--- config.mk ---
export PLATFORM = sky130hd
export DESIGN_NAME = sha1_hash_core_flat
export DESIGN_NICKNAME = d
export VERILOG_FILES = /design/src/hdl/sha1_pkg.sv /design/src/hdl/sha1_if.sv /design/src/hdl/sha1_front.sv /design/src/hdl/sha1_queue.sv /design/src/hdl/sha1_engine.sv /design/src/hdl/sha1_hash_core.sv /design/src/flat_wrapper.sv
export VERILOG_INCLUDE_DIRS = /design/src /design/src/hdl
export SDC_FILE = /design/constraint.sdc
export NUM_CORES = 2
export LEC_CHECK = 0
export BUFFER_PORTS_ARGS = -buffer_cell sky130_fd_sc_hd__clkbuf_2
export CAP_MARGIN = 10
export CORE_ASPECT_RATIO = 1.2
export CORE_UTILIZATION = 45
export DETAILED_ROUTE_END_ITERATION = 8
export HOLD_SLACK_MARGIN = 0.05
export PLACE_DENSITY = 0.6
export SYNTH_ARGS = -nofsm -noshare
export SYNTH_HDL_FRONTEND = slang
export SYNTH_SLANG_ARGS = --single-unit
--- constraint.sdc ---
create_clock -name clk_i -period 28.7 [get_ports clk_i]
set_input_delay 5.74 -clock clk_i [delete_from_list [all_inputs] [get_ports clk_i]]
set_output_delay 5.74 -clock clk_i [all_outputs]
set_load 0.02 [all_outputs]
--- src/hdl/sha1_hash_core_assert.svh ---
// Assertion macros shared by the SHA-1 core modules.
`ifndef SHA1_HASH_CORE_ASSERT_SVH
`define SHA1_HASH_CORE_ASSERT_SVH

// Check a property on every clock edge outside reset.
`define SHA1_ASSERT(lbl, prop, msg) \
  lbl: assert property (@(posedge clk_i) disable iff (!rst_ni) (prop)) else $error(msg);

// Check a property on every clock edge, reset included.
`define SHA1_ASSERT_ALWAYS(lbl, prop, msg) \
  lbl: assert property (@(posedge clk_i) (prop)) else $error(msg);

`endif

--- src/hdl/sha1_pkg.sv ---
// Types and constants shared by the SHA-1 core modules.
`timescale 1ns / 1ps
package sha1_pkg;

  localparam int ActionW = 2;
  localparam int ByteW   = 8;
  localparam int WordW   = 32;
  localparam int IndexW  = 3;
  localparam int CountW  = 61;
  localparam int LenW    = 64;
  localparam int FillW   = 6;
  localparam int RoundW  = 7;
  localparam int BlockW  = 512;

  // Action codes on the input channel.
  localparam logic [ActionW-1:0] ActAppend       = 2'd0;
  localparam logic [ActionW-1:0] ActAppendFinish = 2'd1;

  // Initial chaining value H0..H4.
  localparam logic [0:4][WordW-1:0] InitH = '{
    32'h67452301, 32'hefcdab89, 32'h98badcfe, 32'h10325476, 32'hc3d2e1f0
  };

  // Round constants, one per group of 20 rounds.
  localparam logic [WordW-1:0] K0 = 32'h5a827999;
  localparam logic [WordW-1:0] K1 = 32'h6ed9eba1;
  localparam logic [WordW-1:0] K2 = 32'h8f1bbcdc;
  localparam logic [WordW-1:0] K3 = 32'hca62c1d6;

  localparam logic [ByteW-1:0]  PadByte     = 8'h80;
  localparam logic [FillW-1:0]  FillLast    = 6'd63;
  localparam logic [FillW-1:0]  FillLenPos  = 6'd56;
  localparam logic [RoundW-1:0] RoundLast   = 7'd79;
  localparam logic [IndexW-1:0] IndexLast   = 3'd4;

  typedef enum logic [1:0] {
    CMD_APPEND,
    CMD_APPEND_FINISH,
    CMD_FINISH
  } cmd_kind_e;

  typedef struct packed {
    cmd_kind_e        kind;
    logic [ByteW-1:0] data;
  } cmd_t;

  typedef struct packed {
    logic full;
    logic empty;
  } q_stat_t;

endpackage

--- src/hdl/sha1_if.sv ---
// Request and digest channel interfaces of the SHA-1 core.
`timescale 1ns / 1ps
interface sha1_in_if;
  logic                         valid;
  logic                         ready;
  logic [sha1_pkg::ActionW-1:0] action;
  logic [sha1_pkg::ByteW-1:0]   data_byte;

  modport source (output valid, action, data_byte, input ready);
  modport sink   (input valid, action, data_byte, output ready);
endinterface

interface sha1_out_if;
  logic                        valid;
  logic                        ready;
  logic [sha1_pkg::WordW-1:0]  digest_word;
  logic [sha1_pkg::IndexW-1:0] word_index;
  logic                        last_word;

  modport source (output valid, digest_word, word_index, last_word, input ready);
  modport sink   (input valid, digest_word, word_index, last_word, output ready);
endinterface

--- src/hdl/sha1_front.sv ---
// Front end: accepts requests and classifies them into engine commands.
`timescale 1ns / 1ps
module sha1_front (
  sha1_in_if.sink           in_i,
  input  sha1_pkg::q_stat_t stat_i,
  output logic              push_o,
  output sha1_pkg::cmd_t    cmd_o
);

  // Take a request whenever the queue has room.
  assign in_i.ready = !stat_i.full;
  assign push_o     = in_i.valid && !stat_i.full;

  // Decode the action; every other code is a plain finish.
  always_comb begin
    cmd_o.data = in_i.data_byte;
    unique case (in_i.action)
      sha1_pkg::ActAppend:       cmd_o.kind = sha1_pkg::CMD_APPEND;
      sha1_pkg::ActAppendFinish: cmd_o.kind = sha1_pkg::CMD_APPEND_FINISH;
      default:                   cmd_o.kind = sha1_pkg::CMD_FINISH;
    endcase
  end

endmodule

--- src/hdl/sha1_queue.sv ---
// Command queue between the front end and the hash engine.
`timescale 1ns / 1ps
module sha1_queue #(
  parameter int Depth = 4
) (
  input  logic              clk_i,
  input  logic              rst_ni,
  input  logic              push_i,
  input  sha1_pkg::cmd_t    cmd_i,
  input  logic              pop_i,
  output sha1_pkg::cmd_t    cmd_o,
  output sha1_pkg::q_stat_t stat_o
);

  localparam int PtrW = (Depth > 1) ? $clog2(Depth) : 1;
  localparam int CntW = $clog2(Depth + 1);
  localparam logic [PtrW-1:0] PtrLast = PtrW'(Depth - 1);
  localparam logic [CntW-1:0] CntFull = CntW'(Depth);

  sha1_pkg::cmd_t  mem_q [Depth];
  logic [PtrW-1:0] wr_ptr_q, wr_ptr_d;
  logic [PtrW-1:0] rd_ptr_q, rd_ptr_d;
  logic [CntW-1:0] cnt_q, cnt_d;
  logic            do_push, do_pop;

  assign stat_o.full  = (cnt_q == CntFull);
  assign stat_o.empty = (cnt_q == '0);
  assign do_push      = push_i && !stat_o.full;
  assign do_pop       = pop_i && !stat_o.empty;
  assign cmd_o        = mem_q[rd_ptr_q];

  // Advance pointers with wrap at the queue depth.
  always_comb begin
    wr_ptr_d = wr_ptr_q;
    rd_ptr_d = rd_ptr_q;
    cnt_d    = cnt_q;
    if (do_push) begin
      wr_ptr_d = (wr_ptr_q == PtrLast) ? '0 : wr_ptr_q + 1'b1;
    end
    if (do_pop) begin
      rd_ptr_d = (rd_ptr_q == PtrLast) ? '0 : rd_ptr_q + 1'b1;
    end
    if (do_push && !do_pop) begin
      cnt_d = cnt_q + 1'b1;
    end else if (!do_push && do_pop) begin
      cnt_d = cnt_q - 1'b1;
    end
  end

  always_ff @(posedge clk_i or negedge rst_ni) begin
    if (!rst_ni) begin
      wr_ptr_q <= '0;
      rd_ptr_q <= '0;
      cnt_q    <= '0;
    end else begin
      wr_ptr_q <= wr_ptr_d;
      rd_ptr_q <= rd_ptr_d;
      cnt_q    <= cnt_d;
    end
  end

  // Store the pushed command.
  always_ff @(posedge clk_i) begin
    if (do_push) begin
      mem_q[wr_ptr_q] <= cmd_i;
    end
  end

`include "sha1_hash_core_assert.svh"

  `SHA1_ASSERT_ALWAYS(a_cnt_bound, cnt_q <= CntFull, "queue count beyond depth")
  `SHA1_ASSERT(a_no_push_full, push_i |-> !stat_o.full, "push while queue full")
  `SHA1_ASSERT(a_push_fills, (do_push && !do_pop) |=> !stat_o.empty, "push lost")

endmodule

--- src/hdl/sha1_engine.sv ---
// Hash engine: packs bytes, pads, runs the compression rounds, emits the digest.
`timescale 1ns / 1ps
module sha1_engine (
  input  logic              clk_i,
  input  logic              rst_ni,
  input  sha1_pkg::cmd_t    cmd_i,
  input  sha1_pkg::q_stat_t stat_i,
  output logic              pop_o,
  sha1_out_if.source        out_o
);

  localparam int WordW = sha1_pkg::WordW;

  typedef enum logic [2:0] {
    ST_IDLE,
    ST_ROUND,
    ST_ADD,
    ST_PAD,
    ST_EMIT
  } state_e;

  state_e                             state_q, state_d, ret_q, ret_d;
  logic [sha1_pkg::FillW-1:0]         fill_q, fill_d;
  logic [sha1_pkg::CountW-1:0]        count_q, count_d;
  logic [0:4][WordW-1:0]              chain_q, chain_d;
  logic                               first_q, first_d;
  logic                               room_q, room_d;
  logic [sha1_pkg::RoundW-1:0]        rnd_q, rnd_d;
  logic [sha1_pkg::IndexW-1:0]        idx_q, idx_d;
  logic                               out_valid_q, out_valid_d;

  logic [sha1_pkg::BlockW-1:0]        blk_q, blk_d;
  logic [sha1_pkg::LenW-1:0]          len_q, len_d;
  logic [WordW-1:0]                   a_q, b_q, c_q, d_q, e_q;
  logic [WordW-1:0]                   a_d, b_d, c_d, d_d, e_d;
  logic [WordW-1:0]                   digest_q, digest_d;
  logic [sha1_pkg::IndexW-1:0]        index_q, index_d;
  logic                               last_q, last_d;

  logic [WordW-1:0]                   w0, wx, wnew, f, k, tmp;
  logic [sha1_pkg::ByteW-1:0]         pad_byte;
  logic                               fin, takes_byte, len_phase, room_now, emit_load;

  // Message schedule taps on the block shift line.
  assign w0   = blk_q[511:480];
  assign wx   = blk_q[95:64] ^ blk_q[255:224] ^ blk_q[447:416] ^ blk_q[511:480];
  assign wnew = {wx[WordW-2:0], wx[WordW-1]};

  // Round function and constant by round group.
  always_comb begin
    if (rnd_q < 7'd20) begin
      f = (b_q & c_q) | (~b_q & d_q);
      k = sha1_pkg::K0;
    end else if (rnd_q < 7'd40) begin
      f = b_q ^ c_q ^ d_q;
      k = sha1_pkg::K1;
    end else if (rnd_q < 7'd60) begin
      f = (b_q & c_q) | (b_q & d_q) | (c_q & d_q);
      k = sha1_pkg::K2;
    end else begin
      f = b_q ^ c_q ^ d_q;
      k = sha1_pkg::K3;
    end
  end

  assign tmp = {a_q[26:0], a_q[31:27]} + f + e_q + w0 + k;

  // Padding byte: marker first, then zeros, then the bit length in the final block.
  assign len_phase = !first_q && room_q && (fill_q >= sha1_pkg::FillLenPos);
  assign room_now  = first_q ? (fill_q < sha1_pkg::FillLenPos) : room_q;
  assign pad_byte  = first_q   ? sha1_pkg::PadByte :
                     len_phase ? len_q[63:56] : '0;

  assign fin        = (cmd_i.kind != sha1_pkg::CMD_APPEND);
  assign takes_byte = (cmd_i.kind != sha1_pkg::CMD_FINISH);
  assign emit_load  = !out_valid_q || out_o.ready;

  always_comb begin
    state_d     = state_q;
    ret_d       = ret_q;
    fill_d      = fill_q;
    count_d     = count_q;
    chain_d     = chain_q;
    first_d     = first_q;
    room_d      = room_q;
    rnd_d       = rnd_q;
    idx_d       = idx_q;
    out_valid_d = out_valid_q && !out_o.ready;
    blk_d       = blk_q;
    len_d       = len_q;
    a_d         = a_q;
    b_d         = b_q;
    c_d         = c_q;
    d_d         = d_q;
    e_d         = e_q;
    digest_d    = digest_q;
    index_d     = index_q;
    last_d      = last_q;
    pop_o       = 1'b0;

    unique case (state_q)
      // Take the next command from the queue.
      ST_IDLE: begin
        if (!stat_i.empty) begin
          pop_o = 1'b1;
          if (takes_byte) begin
            blk_d   = {blk_q[503:0], cmd_i.data};
            fill_d  = fill_q + 1'b1;
            count_d = count_q + 1'b1;
          end
          if (fin) begin
            len_d   = {count_d, 3'b000};
            first_d = 1'b1;
          end
          if (takes_byte && fill_q == sha1_pkg::FillLast) begin
            state_d = ST_ROUND;
            ret_d   = fin ? ST_PAD : ST_IDLE;
            rnd_d   = '0;
            a_d     = chain_q[0];
            b_d     = chain_q[1];
            c_d     = chain_q[2];
            d_d     = chain_q[3];
            e_d     = chain_q[4];
          end else if (fin) begin
            state_d = ST_PAD;
          end
        end
      end

      // One compression round per cycle.
      ST_ROUND: begin
        a_d   = tmp;
        b_d   = a_q;
        c_d   = {b_q[1:0], b_q[31:2]};
        d_d   = c_q;
        e_d   = d_q;
        blk_d = {blk_q[479:0], wnew};
        rnd_d = rnd_q + 1'b1;
        if (rnd_q == sha1_pkg::RoundLast) begin
          state_d = ST_ADD;
        end
      end

      // Fold the working variables into the chaining value.
      ST_ADD: begin
        chain_d[0] = chain_q[0] + a_q;
        chain_d[1] = chain_q[1] + b_q;
        chain_d[2] = chain_q[2] + c_q;
        chain_d[3] = chain_q[3] + d_q;
        chain_d[4] = chain_q[4] + e_q;
        idx_d      = '0;
        state_d    = ret_q;
      end

      // Shift in one padding byte per cycle.
      ST_PAD: begin
        blk_d   = {blk_q[503:0], pad_byte};
        fill_d  = fill_q + 1'b1;
        first_d = 1'b0;
        if (first_q) begin
          room_d = room_now;
        end
        if (len_phase) begin
          len_d = {len_q[55:0], 8'h00};
        end
        if (fill_q == sha1_pkg::FillLast) begin
          state_d = ST_ROUND;
          ret_d   = room_now ? ST_EMIT : ST_PAD;
          room_d  = 1'b1;
          rnd_d   = '0;
          a_d     = chain_q[0];
          b_d     = chain_q[1];
          c_d     = chain_q[2];
          d_d     = chain_q[3];
          e_d     = chain_q[4];
        end
      end

      // Hand out the digest words, then restart for the next message.
      ST_EMIT: begin
        if (emit_load) begin
          out_valid_d = 1'b1;
          digest_d    = chain_q[idx_q];
          index_d     = idx_q;
          last_d      = (idx_q == sha1_pkg::IndexLast);
          idx_d       = idx_q + 1'b1;
          if (idx_q == sha1_pkg::IndexLast) begin
            chain_d = sha1_pkg::InitH;
            count_d = '0;
            idx_d   = '0;
            state_d = ST_IDLE;
          end
        end
      end

      default: begin
        state_d = ST_IDLE;
      end
    endcase
  end

  always_ff @(posedge clk_i or negedge rst_ni) begin
    if (!rst_ni) begin
      state_q     <= ST_IDLE;
      ret_q       <= ST_IDLE;
      fill_q      <= '0;
      count_q     <= '0;
      chain_q     <= sha1_pkg::InitH;
      first_q     <= 1'b0;
      room_q      <= 1'b0;
      rnd_q       <= '0;
      idx_q       <= '0;
      out_valid_q <= 1'b0;
    end else begin
      state_q     <= state_d;
      ret_q       <= ret_d;
      fill_q      <= fill_d;
      count_q     <= count_d;
      chain_q     <= chain_d;
      first_q     <= first_d;
      room_q      <= room_d;
      rnd_q       <= rnd_d;
      idx_q       <= idx_d;
      out_valid_q <= out_valid_d;
    end
  end

  // Datapath registers; no reset needed.
  always_ff @(posedge clk_i) begin
    blk_q    <= blk_d;
    len_q    <= len_d;
    a_q      <= a_d;
    b_q      <= b_d;
    c_q      <= c_d;
    d_q      <= d_d;
    e_q      <= e_d;
    digest_q <= digest_d;
    index_q  <= index_d;
    last_q   <= last_d;
  end

  assign out_o.valid       = out_valid_q;
  assign out_o.digest_word = digest_q;
  assign out_o.word_index  = index_q;
  assign out_o.last_word   = last_q;

`include "sha1_hash_core_assert.svh"

  `SHA1_ASSERT(a_last_idx, out_valid_q |-> (last_q == (index_q == sha1_pkg::IndexLast)),
    "last flag disagrees with word index")
  `SHA1_ASSERT(a_rnd_bound, (state_q == ST_ROUND) |-> (rnd_q <= sha1_pkg::RoundLast),
    "round counter out of range")
  `SHA1_ASSERT(a_blk_full, (state_q == ST_ROUND) |-> (fill_q == '0),
    "compression started on a partial block")
  `SHA1_ASSERT(a_restart,
    (state_q == ST_EMIT && emit_load && idx_q == sha1_pkg::IndexLast) |=>
    (state_q == ST_IDLE && count_q == '0 && fill_q == '0),
    "engine did not restart after the digest")

endmodule

--- src/hdl/sha1_hash_core.sv ---
// A request is stored in the queue when it is accepted; the engine pops it while idle
// and shifts its byte into the block. Every 64th byte starts a compression of 80 rounds
// plus the chaining add. A finish shifts padding one byte per cycle up to the next
// block end, compresses once or twice, then hands out 5 digest words one per cycle
// while out_o is ready. The single round unit sets throughput; no pops while it runs.
// Reset (async, active low) empties the queue and loads the initial chaining value.
`timescale 1ns / 1ps
module sha1_hash_core #(
  parameter int QueueDepth = 4
) (
  input  logic       clk_i,
  input  logic       rst_ni,
  sha1_in_if.sink    in_i,
  sha1_out_if.source out_o
);

  logic              push, pop;
  sha1_pkg::cmd_t    push_cmd, head_cmd;
  sha1_pkg::q_stat_t q_stat;

  sha1_front u_front (
    .in_i   (in_i),
    .stat_i (q_stat),
    .push_o (push),
    .cmd_o  (push_cmd)
  );

  sha1_queue #(
    .Depth (QueueDepth)
  ) u_queue (
    .clk_i  (clk_i),
    .rst_ni (rst_ni),
    .push_i (push),
    .cmd_i  (push_cmd),
    .pop_i  (pop),
    .cmd_o  (head_cmd),
    .stat_o (q_stat)
  );

  sha1_engine u_engine (
    .clk_i  (clk_i),
    .rst_ni (rst_ni),
    .cmd_i  (head_cmd),
    .stat_i (q_stat),
    .pop_o  (pop),
    .out_o  (out_o)
  );

endmodule

--- src/flat_wrapper.sv ---
// flat-port wrapper written by rule: the top's interface ports become plain ports
module sha1_hash_core_flat 
#(
  parameter int QueueDepth = 4
)
  (clk_i, rst_ni, in_i_valid, in_i_action, in_i_data_byte, in_i_ready, out_o_valid, out_o_digest_word, out_o_word_index, out_o_last_word, out_o_ready);
  sha1_in_if in_i_i ();
  sha1_out_if out_o_i ();
  input  logic clk_i;
  input  logic rst_ni;
  input wire logic [$bits(in_i_i.valid)-1:0] in_i_valid;
  input wire logic [$bits(in_i_i.action)-1:0] in_i_action;
  input wire logic [$bits(in_i_i.data_byte)-1:0] in_i_data_byte;
  output wire logic [$bits(in_i_i.ready)-1:0] in_i_ready;
  output wire logic [$bits(out_o_i.valid)-1:0] out_o_valid;
  output wire logic [$bits(out_o_i.digest_word)-1:0] out_o_digest_word;
  output wire logic [$bits(out_o_i.word_index)-1:0] out_o_word_index;
  output wire logic [$bits(out_o_i.last_word)-1:0] out_o_last_word;
  input wire logic [$bits(out_o_i.ready)-1:0] out_o_ready;
  assign in_i_i.valid = in_i_valid;
  assign in_i_i.action = in_i_action;
  assign in_i_i.data_byte = in_i_data_byte;
  assign in_i_ready = in_i_i.ready;
  assign out_o_valid = out_o_i.valid;
  assign out_o_digest_word = out_o_i.digest_word;
  assign out_o_word_index = out_o_i.word_index;
  assign out_o_last_word = out_o_i.last_word;
  assign out_o_i.ready = out_o_ready;
  sha1_hash_core #(.QueueDepth(QueueDepth)) u_core (.clk_i(clk_i), .rst_ni(rst_ni), .in_i(in_i_i), .out_o(out_o_i));
endmodule
-- Word level (Yosys, flattened, before mapping)
Memory sizes are Yosys's and may differ from the RTL's.
Index checks and enable logic that the tools add are counted.
- bits in writable memories: 40
- bits of input ports: 14
- word-level logic and storage cells: 213
- bits in registers: 1025
- memory bits (read-only): 0
- output and inout port bits: 38
- latch bits: 0
- memories: 1
- memories (memory ; words ; bits a word ; read ports ; clocked after Yosys merged registers in ; wr ports ; line ; text):
    u_core.u_queue.mem_q ; 4 ; 10 ; 1 ; 0 ; 1 ; sha1_queue.sv:20 ; sha1_pkg::cmd_t mem_q [Depth];
- divide/modulo/power cells: 0
- multipliers: 0
- eq/ne operators: 22
- shift operators: 0
- add/sub/neg operators: 17
- reductions and logical operators: 39
- bitwise operators: 14
- mux-type cells: 87
- $lt $le $gt $ge: 6
- operator list (kind ; count):
    case mux 512 bit (3 select lines) ; 1
    two-way mux 512 bit ; 2
    two-way mux 32 bit ; 22
    case mux 32 bit (3 select lines) ; 5
    two-way mux 160 bit ; 2
    case mux 160 bit (2 select lines) ; 1
    adder 32 bit ; 9
    two-way mux 61 bit ; 4
    two-way mux 64 bit ; 3
    XOR 32 bit ; 5
    bitwise AND 32 bit ; 4
    case mux 64 bit (2 select lines) ; 1
    case mux 61 bit (2 select lines) ; 1
    binary-select mux 32 bit (select 3 bit) ; 1
    bitwise OR 32 bit ; 3
    adder 61 x 1 -> 61 bit (second input constant) ; 1
    two-way mux 3 bit ; 15
    NOT 32 bit ; 1
    two-way mux 31 bit ; 1
    two-way mux 7 bit ; 3
    case mux 7 bit (3 select lines) ; 1
    inequality test 2 bit (second input constant) ; 10
    two-way mux 8 bit ; 2
    AND reduction 4 bit ; 4
    37 further kinds ; 83

-- Depth between registers and ports, before layout
- depth after elaboration: 11
- gate-level depth with buffers: 25
- mapped depth without buffers: 23

-- By module
From an unflattened synthesis, not the netlist that was laid out.
- cell total of the unflattened synthesis: 6111
- area total of the unflattened synthesis: 59525.8 µm²
- by module, submodules not included (module ; area each (µm²) ; seq. area each (µm²) ; cells each ; times used):
    sha1_engine ; 57550.2 ; 29323.1 ; 6010 ; 1
    sha1_queue ; 1895.6 ; 1376.3 ; 89 ; 1
    sha1_front ; 80.1 ; 0.0 ; 12 ; 1

-- Least setup slack after synthesis
No wires, ideal clock.
- kind: register -> register
- start: register u_core.u_queue.rd_ptr_q[0]
- end: register u_core.u_engine.blk_q[0] (netlist name), enable pin
- buffers on the path: 1
- setup slack: 4652 ps
- clock period less this slack: 24048 ps
- library setup time: 1399 ps
- cell stages (with the launch flop): 6
- data required time: 27301 ps
- arrival: 22649 ps
- cell sequence: dfrtp_1 > mux4_2 > nand2b_1 > buf_1 > a21oi_1 > nor2_1
- word-level cells in the longest chain between the ends: 4
- ends and longest elaborated chain (item ; line ; text):
    from (decl) ; sha1_queue.sv:22 ; logic [PtrW-1:0] rd_ptr_q, rd_ptr_d;
    from (signal assigned) ; sha1_queue.sv:57 ; rd_ptr_q <= rd_ptr_d;
    memory (4 x 10 bit) ; -- ;
    inequality test 2 bit ; sha1_engine.sv:75 ; assign takes_byte = (cmd_i.kind != sha1_pkg::CMD_FINISH);
    inequality test 2 bit (no source line) ; -- ;
    AND reduction 3 bit (no source line) ; -- ;
    to (signal assigned) ; sha1_engine.sv:230 ; blk_q <= blk_d;
    to (decl) ; sha1_engine.sv:32 ; logic [sha1_pkg::BlockW-1:0] blk_q, blk_d;
No other way between the ends.
A chain may end at the register's enable or synchronous reset.

-- Worst setup path in the final report
- start: input port out_o_ready
- end: register u_core.u_engine.chain_q[80] (netlist name)
- word-level cells in the longest chain between the ends: 3
- ends and longest elaborated chain (item ; line ; text):
    from (decl) ; flat_wrapper.sv:19 ; input wire logic [$bits(out_o_i.ready)-1:0] out_o_ready;
    logical OR 1 bit ; sha1_engine.sv:76 ; assign emit_load = !out_valid_q || out_o.ready;
    inequality test 2 bit (no source line) ; -- ;
    AND reduction 3 bit (no source line) ; -- ;
    to (signal assigned) ; sha1_engine.sv:208 ; chain_q <= sha1_pkg::InitH;
    to (signal assigned) ; sha1_engine.sv:219 ; chain_q <= chain_d;
    to (decl) ; sha1_engine.sv:25 ; logic [0:4][WordW-1:0] chain_q, chain_d;
No other way between the ends.

==> out/results.ini <==
[detailed_routing]
wl_per_cell_um=19.9
route.detailed.drc=0
ant_nets=0
detail_route.iter0.violations=3876
wl_um=156000
via_per_inst=5.48
vias=43100
firstDrtPassIters=6

[grt]
grt_use_met3_pct=2.46
use_met1_pct=30.5
busiest_layer=met2
grt.total_usage_pct=23.5
met2_usage_pct=39.8
grt_first_pass_wirelength_um=244000
first_global_vias=42000
antenna_found_initial=1
grt_overflow_total=0
grt_max_degree=243

[hold_path]
min_path_type=reg -> reg
min_from=u_core.u_queue.cnt_q[2]

[critical_path]
critPathBufInv=3
cp_common_cell=buf_4
max_stage_delay_ns=0.67
cp_cell_sequence=clkbuf_2 -> nor2b_1 -> nand3_1 -> o21ai_4 -> buf_4 -> buf_4 -> nand2_1 -> o31ai_1
arrival_ns=8.20
r2r_start=u_core.u_engine.rnd_q[4]
critPathTopFamily=buffers and inverters
worst_setup_path_end_kind=register
worstPathMaxFanout=44
critPathLaunchType=input pin
cp_slowest_cell=buf_4
reg2reg_slack_ns=21.56
worst_ep_required_time_ns=29.32
crit_start=out_o_ready
criticalPathCategory=in -> reg

[clock_tree]
cts_setup_buffers=0
cts_tree=built
cts_repair_resize_count=0
h-tree-depth=3
clk_latency_ns=0.75
cts_buffers=112
clock-sinks=1061
cts.root.buffer_cell=clkbuf_16
clock_path_buffers=3
path_clk_slew_ns=0.06
hold_buffers=0

[die]
die_area_um2=133000
ios=52
core-area_um2=131000
num_rows=145
die-width_um=334
die_y_um=400
floorplan.initialDensity_pct=45.5

[layout]
fillers=11900
diodes=0
utilization_pct=49.8
mostFrequentLayoutCell=nand2_1
area_growth_pct=9.55
fin_nets=6410
drive_above_1_share_pct=7.28
final_cell_mix=nand2_1, edfxtp_1, o21ai_0

[yosys]
yosysTopAreaCellShare_pct=40.9
synthTopCellsByArea=edfxtp_1, nand2_1, dfrtp_1
ys_seq_elements=1061
syn_nets=6473
synth_cell_types=91
async_reset_ff_share_pct=23.8
seq_area_frac_synth_pct=51.7
synth_top_area_cell=edfxtp_1
syn_area_um2=59400
avgSynthCellArea_um2=9.69
ys_warn_count=0
synthFlopType=edfxtp_1
syn_inst=6128
synth_edf_count=809

[timing]
skew_ns=0.0402
min_period_ns=7.58
fmax_mhz=132
tns_ns=0
hold_viol_final=0
setup_slack_ns=21.12
setup_viol=0
rsz0062_at_grt=no
worst_pin_slew_ns=1.23
relSlewSlack_pct=18.1
fin_crit_sh_pct=26.4
maxSlewViolCount=0

[placement]
dpl_worst_slack_ns=20.37
hpwl_um=105000
place_congestion=0.897
port_buffers=51

[run]
drv_cap=0

[run_status]
status=finished, final reports clean

[synthesized netlist by cell type (9+ instances only)]
cell type and count:
a211o_1 9, a211oi_1 20, a21o_1 72, a21oi_1 245, a221o_1 16, a221oi_1 10
a22o_1 10, a22oi_1 9, a31oi_1 24, and2_1 18, and3_1 47, buf_1 14
buf_2 9, clkbuf_1 250, dfrtp_1 172, dfstp_2 80, edfxtp_1 809, fa_1 126
ha_1 205, inv_1 281, mux2_2 13, mux2i_1 23, mux4_2 42, nand2_1 2139
nand2b_1 31, nand3_1 55, nand4_1 23, nor2_1 317, nor2b_1 22, nor3_1 32
o211ai_1 14, o21a_1 30, o21ai_0 411, o21bai_1 20, o22a_1 13, o22ai_1 21
o31ai_1 42, or2_2 13, or3_1 10, xnor2_1 203, xor2_1 119
[cell families after synthesis]
family,count (synthesis),share of synthesized area (%)
AND/OR/NAND/NOR,2743,18.5
flip-flops,1061,51.7
AO/OA/AOI/OAI,1037,10.7
buffers and inverters,556,3.53
adder cells (fa/ha/maj),331,8.57
XOR/XNOR,322,4.75
multiplexers,78,2.23
[sequential cells by signal, summed over array words and instances (netlist names), 2 cells and up]
name	cells
u_core.u_engine.chain_q	160
u_core.u_engine.out_o.word_index	3
u_core.u_engine.count_q	61
u_core.u_engine.blk_q	512
u_core.u_engine.fill_q	6
u_core.u_engine.c_q	32
u_core.u_engine.d_q	32
u_core.u_engine.e_q	32
u_core.u_engine.out_o.digest_word	32
u_core.u_engine.state_q	3
u_core.u_queue.mem_q	40
u_core.u_engine.a_q	32
u_core.u_engine.ret_q	2
u_core.u_engine.b_q	32
u_core.u_engine.len_q	61
u_core.u_engine.idx_q	3
u_core.u_queue.wr_ptr_q	2
u_core.u_engine.rnd_q	7
u_core.u_queue.rd_ptr_q	2
u_core.u_queue.cnt_q	3
[cell type report]
| cell class | instances | area [um2] | share of cell area [%] |
|---|---|---|---|
| repair buffers | 96 | 678 | 1.04 |
| flip-flops and latches | 1061 | 30700 | 47.2 |
| inverters | 283 | 1060 | 1.63 |
| well taps | 1690 | 2110 | 3.25 |
| multi-input cells | 4511 | 26700 | 41.0 |
| clock buffers | 145 | 3050 | 4.68 |
| clock inverters | 69 | 767 | 1.18 |
[stage by stage]
| step | instance area (um2) | std cells | hold WS (ns) |
|---|---|---|---|
| 6_report | 65000 | 7855 | 0.497 |
| 3_3_place_gp | 61200 | 7641 | 0.476 |
| 4_1_cts | 65000 | 7855 | 0.492 |
| 2_1_floorplan | 59400 | 6128 | 0.423 |
| 5_1_grt | 65000 | 7855 | 0.504 |
| 3_5_place_dp | 61200 | 7641 | 0.480 |
[path summary, 6_finish.rpt]
check / endpoint / cells past startpoint
setup / recovery: u_core.u_engine.chain_q[80] / 8
max in group asynchronous: u_core.u_engine.chain_q[63] / 2
hold reg to reg: u_core.u_queue.cnt_q[2] / 1
setup reg to reg: u_core.u_engine.a_q[31] / 24
min in group asynchronous: u_core.u_engine.chain_q[41] / 1
hold / removal: u_core.u_queue.cnt_q[2] / 1
[layer usage]
metal,vias up,routed length [um],part of all wire [%]
li1,20700,-,-
met1,21100,67200,43
met2,1018,76200,49
met3,263,6450,4.1
met4,0,6380,4.1
met5,-,0,0
[worst reg2reg max path: cells and delay by family (launching register included)]
kind | cells | cell delay, ns
XOR/XNOR | 1 | 0.16
buffers and inverters | 5 | 1.13
AO/OA/AOI/OAI | 11 | 2.98
flip-flops | 1 | 0.46
AND/OR/NAND/NOR | 3 | 0.52
adder cells (fa/ha/maj) | 4 | 1.58
Power is not shown: default switching activity piles up to over one toggle a cycle in this logic, so the estimate is an artifact.
